[config.mk]
export PLATFORM = sky130hd
export DESIGN_NAME = morse_element_encoder_core
export DESIGN_NICKNAME = d
export VERILOG_FILES = /design/src/hw/rtl/mee_pkg.sv /design/src/hw/rtl/mee_front.sv /design/src/hw/rtl/mee_fifo.sv /design/src/hw/rtl/mee_back.sv /design/src/hw/rtl/morse_element_encoder_core.sv
export SDC_FILE = /design/constraint.sdc
export NUM_CORES = 1
export LEC_CHECK = 0
export BUFFER_PORTS_ARGS = -buffer_cell sky130_fd_sc_hd__buf_4
export CAP_MARGIN = 10
export CORE_MARGIN = 3
export CORE_UTILIZATION = 59
export DETAILED_ROUTE_END_ITERATION = 16
export GPL_TIMING_DRIVEN = 0
export HOLD_SLACK_MARGIN = 0.15
export MAX_ROUTING_LAYER = met4
export PLACE_DENSITY = 0.81
export SETUP_SLACK_MARGIN = 0.1
export SLEW_MARGIN = 40
export SYNTH_ARGS = -nofsm -noshare
export SYNTH_HDL_FRONTEND = slang
export SYNTH_SLANG_ARGS = --single-unit
export TNS_END_PERCENT = 30
[constraint.sdc]
create_clock -name clk -period 4.9 [get_ports clk]
set_input_delay 0.49 -clock clk [delete_from_list [all_inputs] [get_ports clk]]
set_output_delay 0.49 -clock clk [all_outputs]
set_load 0.05 [all_outputs]
[src/hw/rtl/mee_pkg.sv]
// Shared types, constants and the letter shape table of the Morse element encoder.
package mee_pkg;

  // Character codes and table bounds.
  localparam logic [7:0] FIRST_LETTER = 8'd65;
  localparam logic [7:0] LAST_LETTER  = 8'd90;
  localparam logic [7:0] SPACE_CODE   = 8'd32;
  localparam int         NUM_LETTERS  = 26;

  // Element lengths in Morse units.
  localparam logic [2:0] DOT_UNITS        = 3'd1;
  localparam logic [2:0] DASH_UNITS       = 3'd3;
  localparam logic [2:0] INNER_GAP_UNITS  = 3'd1;
  localparam logic [2:0] LETTER_GAP_UNITS = 3'd3;
  localparam logic [2:0] WORD_GAP_UNITS   = 3'd7;
  localparam logic [2:0] ERROR_UNITS      = 3'd0;

  localparam logic [15:0] UNIT_TICKS_RESET = 16'd25000;

  // Input command codes.
  localparam logic CMD_CHAR = 1'b0;
  localparam logic CMD_END  = 1'b1;

  // What the back end has to play for one request.
  typedef enum logic [1:0] {
    KIND_WORD,
    KIND_LETTER,
    KIND_BAD
  } kind_t;

  // Shape of one letter: element count and dash flags, bit 0 is the first element.
  typedef struct packed {
    logic [2:0] len;
    logic [3:0] dashes;
  } shape_t;

  // Descriptor handed from the front end to the back end through the queue.
  typedef struct packed {
    kind_t      kind;
    logic       lead_gap;
    shape_t     shape;
  } desc_t;

  localparam shape_t LETTER_SHAPES [NUM_LETTERS] = '{
    '{3'd2, 4'b0010},  // A .-
    '{3'd4, 4'b0001},  // B -...
    '{3'd4, 4'b0101},  // C -.-.
    '{3'd3, 4'b0001},  // D -..
    '{3'd1, 4'b0000},  // E .
    '{3'd4, 4'b0100},  // F ..-.
    '{3'd3, 4'b0011},  // G --.
    '{3'd4, 4'b0000},  // H ....
    '{3'd2, 4'b0000},  // I ..
    '{3'd4, 4'b1110},  // J .---
    '{3'd3, 4'b0101},  // K -.-
    '{3'd4, 4'b0010},  // L .-..
    '{3'd2, 4'b0011},  // M --
    '{3'd2, 4'b0001},  // N -.
    '{3'd3, 4'b0111},  // O ---
    '{3'd4, 4'b0110},  // P .--.
    '{3'd4, 4'b1011},  // Q --.-
    '{3'd3, 4'b0010},  // R .-.
    '{3'd3, 4'b0000},  // S ...
    '{3'd1, 4'b0001},  // T -
    '{3'd3, 4'b0100},  // U ..-
    '{3'd4, 4'b1000},  // V ...-
    '{3'd3, 4'b0110},  // W .--
    '{3'd4, 4'b1001},  // X -..-
    '{3'd4, 4'b1101},  // Y -.--
    '{3'd4, 4'b0011}   // Z --..
  };

endpackage

[src/hw/rtl/mee_front.sv]
// Front end: accepts characters, classifies them and tracks the letter-gap state.
module mee_front import mee_pkg::*; (
  input  logic        clk,
  input  logic        rst_n,
  input  logic        in_tvalid,
  output logic        in_tready,
  input  logic [7:0]  in_tdata,
  input  logic        in_tuser,
  output logic        push,
  output desc_t       push_data,
  input  logic        push_ready
);

  logic       prev_letter_r;
  logic       prev_letter_nxt;
  logic       is_word;
  logic       is_letter;
  logic [4:0] letter_idx;

  assign in_tready = push_ready;
  assign push      = in_tvalid && push_ready;

  // Classify the character.
  assign is_word    = (in_tuser == CMD_END) || (in_tdata == SPACE_CODE);
  assign is_letter  = (in_tdata >= FIRST_LETTER) && (in_tdata <= LAST_LETTER);
  assign letter_idx = 5'(in_tdata - FIRST_LETTER);

  always_comb begin
    push_data.lead_gap = 1'b0;
    push_data.shape    = '{3'd1, 4'b0000};
    prev_letter_nxt    = prev_letter_r;
    if (is_word) begin
      push_data.kind  = KIND_WORD;
      prev_letter_nxt = 1'b0;
    end else if (is_letter) begin
      push_data.kind     = KIND_LETTER;
      push_data.lead_gap = prev_letter_r;
      push_data.shape    = LETTER_SHAPES[letter_idx];
      prev_letter_nxt    = 1'b1;
    end else begin
      // Invalid characters leave the letter-gap state alone.
      push_data.kind = KIND_BAD;
    end
  end

  // The state moves only when a request is taken.
  always_ff @(posedge clk) begin
    if (!rst_n) begin
      prev_letter_r <= 1'b0;
    end else if (push) begin
      prev_letter_r <= prev_letter_nxt;
    end
  end

endmodule

[src/hw/rtl/mee_fifo.sv]
// Short descriptor queue between the front end and the back end.
module mee_fifo import mee_pkg::*; #(
  parameter int DEPTH = 2
) (
  input  logic  clk,
  input  logic  rst_n,
  input  logic  push,
  input  desc_t push_data,
  output logic  push_ready,
  input  logic  pop,
  output desc_t pop_data,
  output logic  pop_valid
);

  localparam int PW = $clog2(DEPTH);
  localparam int CW = $clog2(DEPTH + 1);
  localparam logic [PW-1:0] LAST_PTR = PW'(DEPTH - 1);
  localparam logic [CW-1:0] FULL_CNT = CW'(DEPTH);

  desc_t         slots_r [DEPTH];
  logic [PW-1:0] wr_ptr_r;
  logic [PW-1:0] rd_ptr_r;
  logic [CW-1:0] count_r;

  assign push_ready = (count_r != FULL_CNT);
  assign pop_valid  = (count_r != '0);
  assign pop_data   = slots_r[rd_ptr_r];

  // Pointers and fill count.
  always_ff @(posedge clk) begin
    if (!rst_n) begin
      wr_ptr_r <= '0;
      rd_ptr_r <= '0;
      count_r  <= '0;
    end else begin
      if (push) begin
        wr_ptr_r <= (wr_ptr_r == LAST_PTR) ? '0 : wr_ptr_r + 1'b1;
      end
      if (pop) begin
        rd_ptr_r <= (rd_ptr_r == LAST_PTR) ? '0 : rd_ptr_r + 1'b1;
      end
      if (push && !pop) begin
        count_r <= count_r + 1'b1;
      end else if (pop && !push) begin
        count_r <= count_r - 1'b1;
      end
    end
  end

  // Storage.
  always_ff @(posedge clk) begin
    if (push) begin
      slots_r[wr_ptr_r] <= push_data;
    end
  end

`ifndef NO_ASSERTIONS
  a_count_bound: assert property (@(posedge clk) disable iff (!rst_n)
    count_r <= FULL_CNT) else $error("queue count exceeds depth");
  a_no_overflow: assert property (@(posedge clk) disable iff (!rst_n)
    push |-> (count_r != FULL_CNT) || pop) else $error("push into full queue");
`endif

endmodule

[src/hw/rtl/mee_back.sv]
// Back end: plays each descriptor out as keying elements into the output register.
module mee_back import mee_pkg::*; (
  input  logic        clk,
  input  logic        rst_n,
  input  logic        cfg_we,
  input  logic [15:0] cfg_wdata,
  input  logic        q_valid,
  input  desc_t       q_data,
  output logic        q_pop,
  output logic        out_tvalid,
  input  logic        out_tready,
  output logic [23:0] out_tdata,
  output logic        out_tuser,
  output logic        out_tlast
);

  logic [15:0] unit_ticks_r;
  logic        busy_r;
  desc_t       desc_r;
  logic [2:0]  slot_r;
  logic        out_valid_r;
  logic        key_r;
  logic [2:0]  units_r;
  logic [18:0] ticks_r;
  logic        bad_r;
  logic        last_r;

  logic        adv;
  logic        emit;
  logic [2:0]  last_slot;
  logic        key_c;
  logic [2:0]  units_c;
  logic        bad_c;
  logic        last_c;
  logic [18:0] ticks_c;

  assign adv       = !out_valid_r || out_tready;
  assign emit      = busy_r && adv;
  assign q_pop     = !busy_r && q_valid;
  // A letter of n elements ends at slot 2n-1; slot 0 is the letter gap.
  assign last_slot = 3'({1'b0, desc_r.shape.len, 1'b0} - 4'd1);

  // Element at the current slot.
  always_comb begin
    key_c   = 1'b0;
    units_c = ERROR_UNITS;
    bad_c   = 1'b0;
    last_c  = 1'b1;
    unique case (desc_r.kind)
      KIND_WORD: begin
        units_c = WORD_GAP_UNITS;
      end
      KIND_LETTER: begin
        last_c = (slot_r == last_slot);
        if (slot_r == 3'd0) begin
          units_c = LETTER_GAP_UNITS;
        end else if (slot_r[0]) begin
          key_c   = 1'b1;
          units_c = desc_r.shape.dashes[slot_r[2:1]] ? DASH_UNITS : DOT_UNITS;
        end else begin
          units_c = INNER_GAP_UNITS;
        end
      end
      default: begin
        bad_c = 1'b1;
      end
    endcase
  end

  assign ticks_c = 19'(units_c) * 19'(unit_ticks_r);

  // Sequencer and output valid.
  always_ff @(posedge clk) begin
    if (!rst_n) begin
      unit_ticks_r <= UNIT_TICKS_RESET;
      busy_r       <= 1'b0;
      out_valid_r  <= 1'b0;
    end else begin
      if (cfg_we) begin
        unit_ticks_r <= cfg_wdata;
      end
      if (q_pop) begin
        busy_r <= 1'b1;
      end else if (emit && last_c) begin
        busy_r <= 1'b0;
      end
      if (emit) begin
        out_valid_r <= 1'b1;
      end else if (out_tready) begin
        out_valid_r <= 1'b0;
      end
    end
  end

  // Descriptor, slot and result payload.
  always_ff @(posedge clk) begin
    if (q_pop) begin
      desc_r <= q_data;
      slot_r <= q_data.lead_gap ? 3'd0 : 3'd1;
    end else if (emit) begin
      slot_r <= slot_r + 3'd1;
    end
    if (emit) begin
      key_r   <= key_c;
      units_r <= units_c;
      ticks_r <= ticks_c;
      bad_r   <= bad_c;
      last_r  <= last_c;
    end
  end

  assign out_tvalid = out_valid_r;
  assign out_tdata  = {1'b0, ticks_r, units_r, key_r};
  assign out_tuser  = bad_r;
  assign out_tlast  = last_r;

`ifndef NO_ASSERTIONS
  a_bad_is_last: assert property (@(posedge clk) disable iff (!rst_n)
    out_valid_r && bad_r |-> last_r && (units_r == ERROR_UNITS) && !key_r)
    else $error("error result is not a lone final element");
  a_mark_units: assert property (@(posedge clk) disable iff (!rst_n)
    out_valid_r && key_r |-> (units_r == DOT_UNITS) || (units_r == DASH_UNITS))
    else $error("mark with bad length");
  a_slot_bound: assert property (@(posedge clk) disable iff (!rst_n)
    busy_r && (desc_r.kind == KIND_LETTER) |-> slot_r <= last_slot)
    else $error("slot ran past the letter");
  a_mark_ends: assert property (@(posedge clk) disable iff (!rst_n)
    emit && last_c && (desc_r.kind == KIND_LETTER) |=> key_r)
    else $error("letter did not end on a mark");
`endif

endmodule

[src/hw/rtl/morse_element_encoder_core.sv]
// Top level of the Morse element encoder: front end, descriptor queue and back end.
//
//  channel  | direction | tdata                            | tuser    | tlast
//  in_      | slave     | [7:0] char_code                  | cmd      | -
//  out_     | master    | [0] key_on [3:1] units           | bad_char | last
//           |           | [22:4] duration_ticks [23] zero  |          |
//  cfg_     | write     | cfg_wdata = unit_ticks           | -        | -
//
// The back end gives one element per cycle while the output is not stalled; it takes the
// next descriptor from the queue only after the last element of the current one is given.
// The queue of QUEUE_DEPTH descriptors lets the input side take requests while the
// back end or the output stalls. Reset is synchronous, active low, and sets
// unit_ticks to 25000 and clears the letter-gap state.
module morse_element_encoder_core import mee_pkg::*; #(
  parameter int QUEUE_DEPTH = 2
) (
  input  logic        clk,
  input  logic        rst_n,
  input  logic        cfg_we,
  input  logic [15:0] cfg_wdata,   // unit_ticks
  input  logic        in_tvalid,
  output logic        in_tready,
  input  logic [7:0]  in_tdata,    // [7:0] char_code
  input  logic        in_tuser,    // [0] cmd
  output logic        out_tvalid,
  input  logic        out_tready,
  output logic [23:0] out_tdata,   // [0] key_on, [3:1] units, [22:4] duration_ticks
  output logic        out_tuser,   // [0] bad_char
  output logic        out_tlast
);

  logic  push;
  logic  push_ready;
  desc_t push_data;
  logic  q_pop;
  logic  q_valid;
  desc_t q_data;

  mee_front u_front (
    .clk        (clk),
    .rst_n      (rst_n),
    .in_tvalid  (in_tvalid),
    .in_tready  (in_tready),
    .in_tdata   (in_tdata),
    .in_tuser   (in_tuser),
    .push       (push),
    .push_data  (push_data),
    .push_ready (push_ready)
  );

  mee_fifo #(
    .DEPTH (QUEUE_DEPTH)
  ) u_fifo (
    .clk        (clk),
    .rst_n      (rst_n),
    .push       (push),
    .push_data  (push_data),
    .push_ready (push_ready),
    .pop        (q_pop),
    .pop_data   (q_data),
    .pop_valid  (q_valid)
  );

  mee_back u_back (
    .clk        (clk),
    .rst_n      (rst_n),
    .cfg_we     (cfg_we),
    .cfg_wdata  (cfg_wdata),
    .q_valid    (q_valid),
    .q_data     (q_data),
    .q_pop      (q_pop),
    .out_tvalid (out_tvalid),
    .out_tready (out_tready),
    .out_tdata  (out_tdata),
    .out_tuser  (out_tuser),
    .out_tlast  (out_tlast)
  );

endmodule
After elaboration in Yosys (flattened, before gate mapping). Memory sizes are Yosys's and may differ from the RTL's. A register that Yosys moved wholly into a read port is not among the register bits. Cells that the tools add are included.

Register bits after elaboration: 59. Bits in latches: 0. RAM bits: 20. Bits in read-only memories: 224. Input bits: 30. Output and inout port bits: 28. Logic and storage cells: 92. Memories kept: 2.

Memories: (name not given) (depth 32, bits a word 7, read ports 1, clocked after memory_dff 0, write ports 0, RTL line mee_front.sv:38) `push_data.shape = LETTER_SHAPES[letter_idx];`; u_fifo.slots_r (depth 2, bits a word 10, read ports 1, clocked after memory_dff 1, write ports 1, RTL line mee_fifo.sv:20) `desc_t slots_r [DEPTH];`.

Add/sub/neg operators: 7. Multiply operators: 1. Div/mod/pow operators: 0. $lt $le $gt $ge: 4. Equality and inequality tests: 4. Shift-type cells: 0. Muxes and demuxes: 32. Bitwise operators: 2. Reduce and logical (&&, ||, !) cells: 24.

Operators by type and width (number): $mul A3 B16 Y19 (1); $mux W1 (17); $mux W8 (2); $mux W7 (2); $mux W3 (4); $reduce_bool A2 Y1 (6); $mux W2 (5); $eq A8 B6 Y1 const B (1); $ge A8 B7 Y1 const B (1); $le A8 B7 Y1 const B (1); $logic_and A1 B1 Y1 (7); $ge A6 B6 Y1 const B (1); $not A5 Y6 (1); $pmux W3 S2 (1); $sub A5 B1 Y5 const B (1); $logic_not A1 Y1 (4); $reduce_or A2 Y1 (2); $add A3 B1 Y3 const B (1); $eq A3 B3 Y1 (1); $logic_not A3 Y1 (1); $lt A2 B3 Y1 const B (1); $sub A3 B1 Y3 const B (1); $add A1 B1 Y1 const B (2); $add A2 B1 Y2 const B (1); other kinds (8) (9).

Depth between registers and ports, before layout.
Word-level depth: 7. Mapped depth: 17. Depth with buffers taken out: 16.

Cells and area by module. A second synthesis with hierarchy kept.

Cells, all modules: 507. Area total of the unflattened synthesis: 5257.5 sq um.

By module, submodules not included: mee_back (times used 1, cells an instance 321, area each 3368.2 sq um, seq. area each 1441.4 sq um); mee_front (times used 1, cells an instance 133, area each 952.2 sq um, seq. area each 20.0 sq um); mee_fifo (times used 1, cells an instance 53, area each 937.1 sq um, seq. area each 700.7 sq um).

Worst setup path before layout. Ideal clock, no wire load.

Kind: reg2reg. From: register u_back.slot_r[0]. To: register u_back.ticks_r[18], data pin. Library setup time: 0.261 ns. Arrival time: 3.494 ns. Data required time: 4.639 ns. Setup slack: 1.145 ns. Stages on the path, launching flop included: 16. Path buffers: 1. Clock period less this slack: 3.755 ns. Path through: edfxtp_1 inv_1 ha_1 inv_1 o21ai_0 a21o_1 clkbuf_1 nand3_1 fa_1 inv_1 ha_1 a41o_1 a221o_1 a21oi_2 o21ai_1 a311o_1.

Word-level cells in the longest chain between the ends: 4. Elaborated cells between the ends (all ways): 5. Those cells by class: mul (1); mux (3); reduce/logical (1).

RTL lines: start: declaration (RTL line mee_back.sv:20) `logic [2:0] slot_r;`; start signal: assignment (RTL line mee_back.sv:99) `slot_r <= q_data.lead_gap ? 3'd0 : 3'd1;`; start signal: assignment (RTL line mee_back.sv:101) `slot_r <= slot_r + 3'd1;`; $logic_not A3 Y1 / $mux W3 (equally long branches) (RTL line mee_back.sv:55, mee_back.sv:57); $mux W3 (*) (RTL line mee_back.sv:55) `if (slot_r == 3'd0) begin`; $pmux W3 S2 (*) (RTL line mee_back.sv:49) `unique case (desc_r.kind)`; $mul A3 B16 Y19 (*) (RTL line mee_back.sv:70) `assign ticks_c = 19'(units_c) * 19'(unit_ticks_r);`; named net u_back.ticks_c[18] (RTL line mee_back.sv:35) `logic [18:0] ticks_c;`; end signal: assignment (RTL line mee_back.sv:106) `ticks_r <= ticks_c;`; end: declaration (RTL line mee_back.sv:24) `logic [18:0] ticks_r;`.

The timed path passes the listed nets; every way through them passes the cells marked *. A chain may end at the register's enable or synchronous reset.

Worst setup path in the final report.
From: register u_back.slot_r[0]. To: register u_back.ticks_r[17], data pin.

The elaborated chain is that of the path after synthesis.

==> impl_results.md <==
- Longest Clk Path Bufs: 2
- Actual slew at the worst max-slew pin: ~0.63 ns
- Required time of the worst setup path: roughly 5 ns
- Vias: ~3,600
- Postcts setup bufs: 0
- ANT cells: 0
- GR Layer Usage met1: roughly 30%
- Worst skew pair latency: 0.35 ns
- Largest net degree at the start of global routing: 23
- Startpoint types: register
- Area delta synth->final: 15.1%
- Cts bufs inserted: 9
- # hold bufs at CTS: 0
- GRT Total Usage: 22.5%
- Setup ws final: approximately 0.44 ns
- Reg clk slew, reported paths: approximately 0.08 ns
- Routed Antenna Nets: 0
- Register area share after synthesis: approximately 43%
- Final Critical Period: about 4.5 ns
- Die Ht: a little under 100 um
- Crit path max fanout: 10
- Final max-slew violation count: 0
- Slew margin rel.: just under 60%
- Worst Path Class, Setup: register to register
- Placed Area: around 5500 um^2
- Final Hold Fails: 0
- Core area: ~7900 um^2
- # fillers: 607
- Row count: 32
- Cell area after layout: 5680 um^2
- Fraction of the cycle the final worst path needs: between 90% and 100%
- Fin nets: roughly 600
- CTS root buf: clkbuf_8
- 1st-pass router iterations: 5
- Worst path arrival time: around 4.6 ns
- Antenna violations before repair: 0
- Die X: 97.4 um
- 1st-iter DRT viols: 153
- Slowest stage delay, CP: roughly 0.54 ns
- Mapped Nets: roughly 550
- Die area: 9490 um^2
- Synthesized cell area: a little under 5000 um^2
- Vias in the first global route: 3,589
- Initial Utilization: about 62%
- First-pass GRT wire length: 17.0 mm
- GRT busiest layer: met2
- Mapped Avg Cell Area: ~10 um^2
- Max Freq: around 220 MHz
- Top FF cell, synth: edfxtp_1
- Cell family with most CP delay: compound AO/OA/AOI/OAI gates
- Routed wire length: approximately 10 mm
- Cells after Synth: approximately 480
- Vias/cell: 5.64
- I/O Pins: between 50 and 60
- Clock sink count: approximately 80
- Peak supply drop: around 0.31 mV
- Post-synth top area cell: edfxtp_1
- CP max-delay cell: fa_1
- Gp weighted congestion: 0.903
- Top cell type's share of synthesized area: 32.9%
- Final Power: between 3 and 4 mW
- Routing usage on met3: around 4.8%
- Port Buffer Count: 53
- Pre-CTS WS: between 0.5 and 0.6 ns
- H-Tree Level Count: 3
- Post-synth EDFFs: 54
- DRC: 0
- MaxCap Viol Count: 0
- Critical Path Most Common Cell: inv_1
- FF+latch count, synth: 78
- Total congestion overflow: 0
- Multi-input gate area: around 2600 um^2
- Final setup fails: 0
- Top cells by area, synth: edfxtp_1, dfxtp_1, ha_1, fa_1, mux2i_1
- Outcome: complete, no violations
- Worst Skew: 0.0102 ns
- Hold Path Class: input port to register
- Cells after DPL: around 630
- Crit. End Element: register
- Ys async rst share: 0%
- TritonCTS clock tree: yes
- Dpl hpwl: 7.61 mm
- PwrDens: approximately 560 nW/um^2
- Pleak: roughly 2.5 nW
- WL/cell: 15.4 um
- Synth warn: 0
- Netlist cell types: 60
- Storage element area: 2100 um^2
- Crit-path cells: inv_1, ha_1, inv_1, o21ai_0, a21o_1, clkbuf_1, nand3_1, fa_1, inv_1, ha_1, a21oi_2, nand2_1, a221oi_2, o21ai_2, a221oi_2, xnor2_1
- Count of buffer and inverter cells on the critical path: 4
- Unrepaired setup endpoints after global routing: false
- Non-Filler Instances: 647
- PostCTS Resize Cnt: 0
- Share of layout cells above drive strength 1: 19.8%
- Post-route setup TNS: 0 ns
- Met2 usage: a little over a third
cell type report:
class | instances | share of cell area (%)
Sequential cell | 78 | 37.0
Buffer | 24 | 1.90
Multi-Input combinational cell | 333 | 45.5
Tap cell | 102 | 2.25
Clock buffer | 10 | 2.62
Clock inverter | 6 | 0.794
Timing Repair Buffer | 54 | 7.28
Inverter | 40 | 2.65
where the power goes:
part | switching (mW) | internal, mW | total, mW
Clock | 0.242 | 0.216 | 0.458
Sequential | 0.0691 | 0.968 | 1.04
Combinational | 1.07 | 0.637 | 1.71
path summary, 6_finish.rpt:
kind,startpoint,cells after the start,end,slack [ns]
hold reg to reg,u_back.unit_ticks_r[13],2,u_back.unit_ticks_r[13],0.47
setup reg to reg,u_back.slot_r[0],16,u_back.ticks_r[17],0.44
hold / removal,cfg_wdata[13],3,u_back.unit_ticks_r[13],0.36
setup / recovery,u_back.slot_r[0],16,u_back.ticks_r[17],0.44
metal layers:
layer / vias up / part of all wire [%] / wire [um]
li1: 1777 / - / -
met1: 1738 / 45 / 4500
met4: 0 / 1.2 / 116
met2: 121 / 48 / 4780
met5: - / 0 / 0
met3: 11 / 6.0 / 597
cells in the final DEF (no fill, tap or decap), drive strengths merged, types with 4 or more instances in the layout:
cell type	n
a21o	6
a21oi	21
and2	10
buf	61
clkbuf	27
clkinv	6
dfxtp	24
edfxtp	54
fa	15
ha	29
inv	40
mux2	9
mux2i	21
nand2	37
nand2b	11
nand3	10
nor2	33
nor2b	22
o21a	4
o21ai	22
o22ai	4
o31ai	4
or2	10
xnor2	20
stage by stage:
stage | hold slack [ns] | utilization (%)
2_1_floorplan | 0.433 | -
3_3_place_gp | 0.449 | 68.8
3_5_place_dp | 0.458 | 69.1
4_1_cts | 0.351 | 71.6
5_1_grt | 0.355 | 71.6
6_report | 0.355 | 71.6
registers in the layout, summed over array words and instances, names as in the netlist, 2 cells and up, named ones only:
| name | count |
|---|---|
| u_fifo.slots_r | 18 |
| u_back.desc_r | 8 |
| u_back.ticks_r | 19 |
| u_back.slot_r | 3 |
| u_back.unit_ticks_r | 16 |
| u_fifo.count_r | 2 |
| u_back.units_r | 3 |
cells by family (layout without fill, tap and decap cells):
logic type | count (synthesis) | after routing | share of synthesized area [%]
xor+xnor | 22 | 22 | 3.91
simple gates | 145 | 145 | 15.1
other cells | 1 | 1 | 0.0760
mux | 32 | 32 | 7.23
compound gates | 89 | 89 | 12.3
flops | 78 | 78 | 42.6
buf+inv | 64 | 134 | 5.23
fa+ha+maj | 44 | 44 | 13.4
synthesized netlist by cell type (all sizes together) (4+ instances only):
| cell | count |
|---|---|
| xnor2 | 20 |
| nand2 | 37 |
| mux2 | 9 |
| a21oi | 21 |
| nor2b | 22 |
| o22ai | 4 |
| or2 | 10 |
| dfxtp | 24 |
| fa | 15 |
| nand2b | 11 |
| o21a | 4 |
| nor2 | 33 |
| o21ai | 22 |
| ha | 29 |
| inv | 40 |
| nand3 | 10 |
| mux2i | 21 |
| edfxtp | 54 |
| clkbuf | 17 |
| and2 | 10 |
| a21o | 6 |
| buf | 7 |
| o31ai | 4 |
worst register-to-register path: stages, from the launching register on:
cell and delay, ns:
edfxtp_1 0.50, inv_1 0.12, ha_1 0.16, inv_1 0.05, o21ai_0 0.30, a21o_1 0.24, clkbuf_1 0.42, nand3_1 0.18
fa_1 0.54, inv_1 0.05, ha_1 0.37, a21oi_2 0.22, nand2_1 0.12, a221oi_2 0.44, o21ai_2 0.14, a221oi_2 0.27
xnor2_1 0.10
No activity file was read; power rests on OpenSTA's default activity.
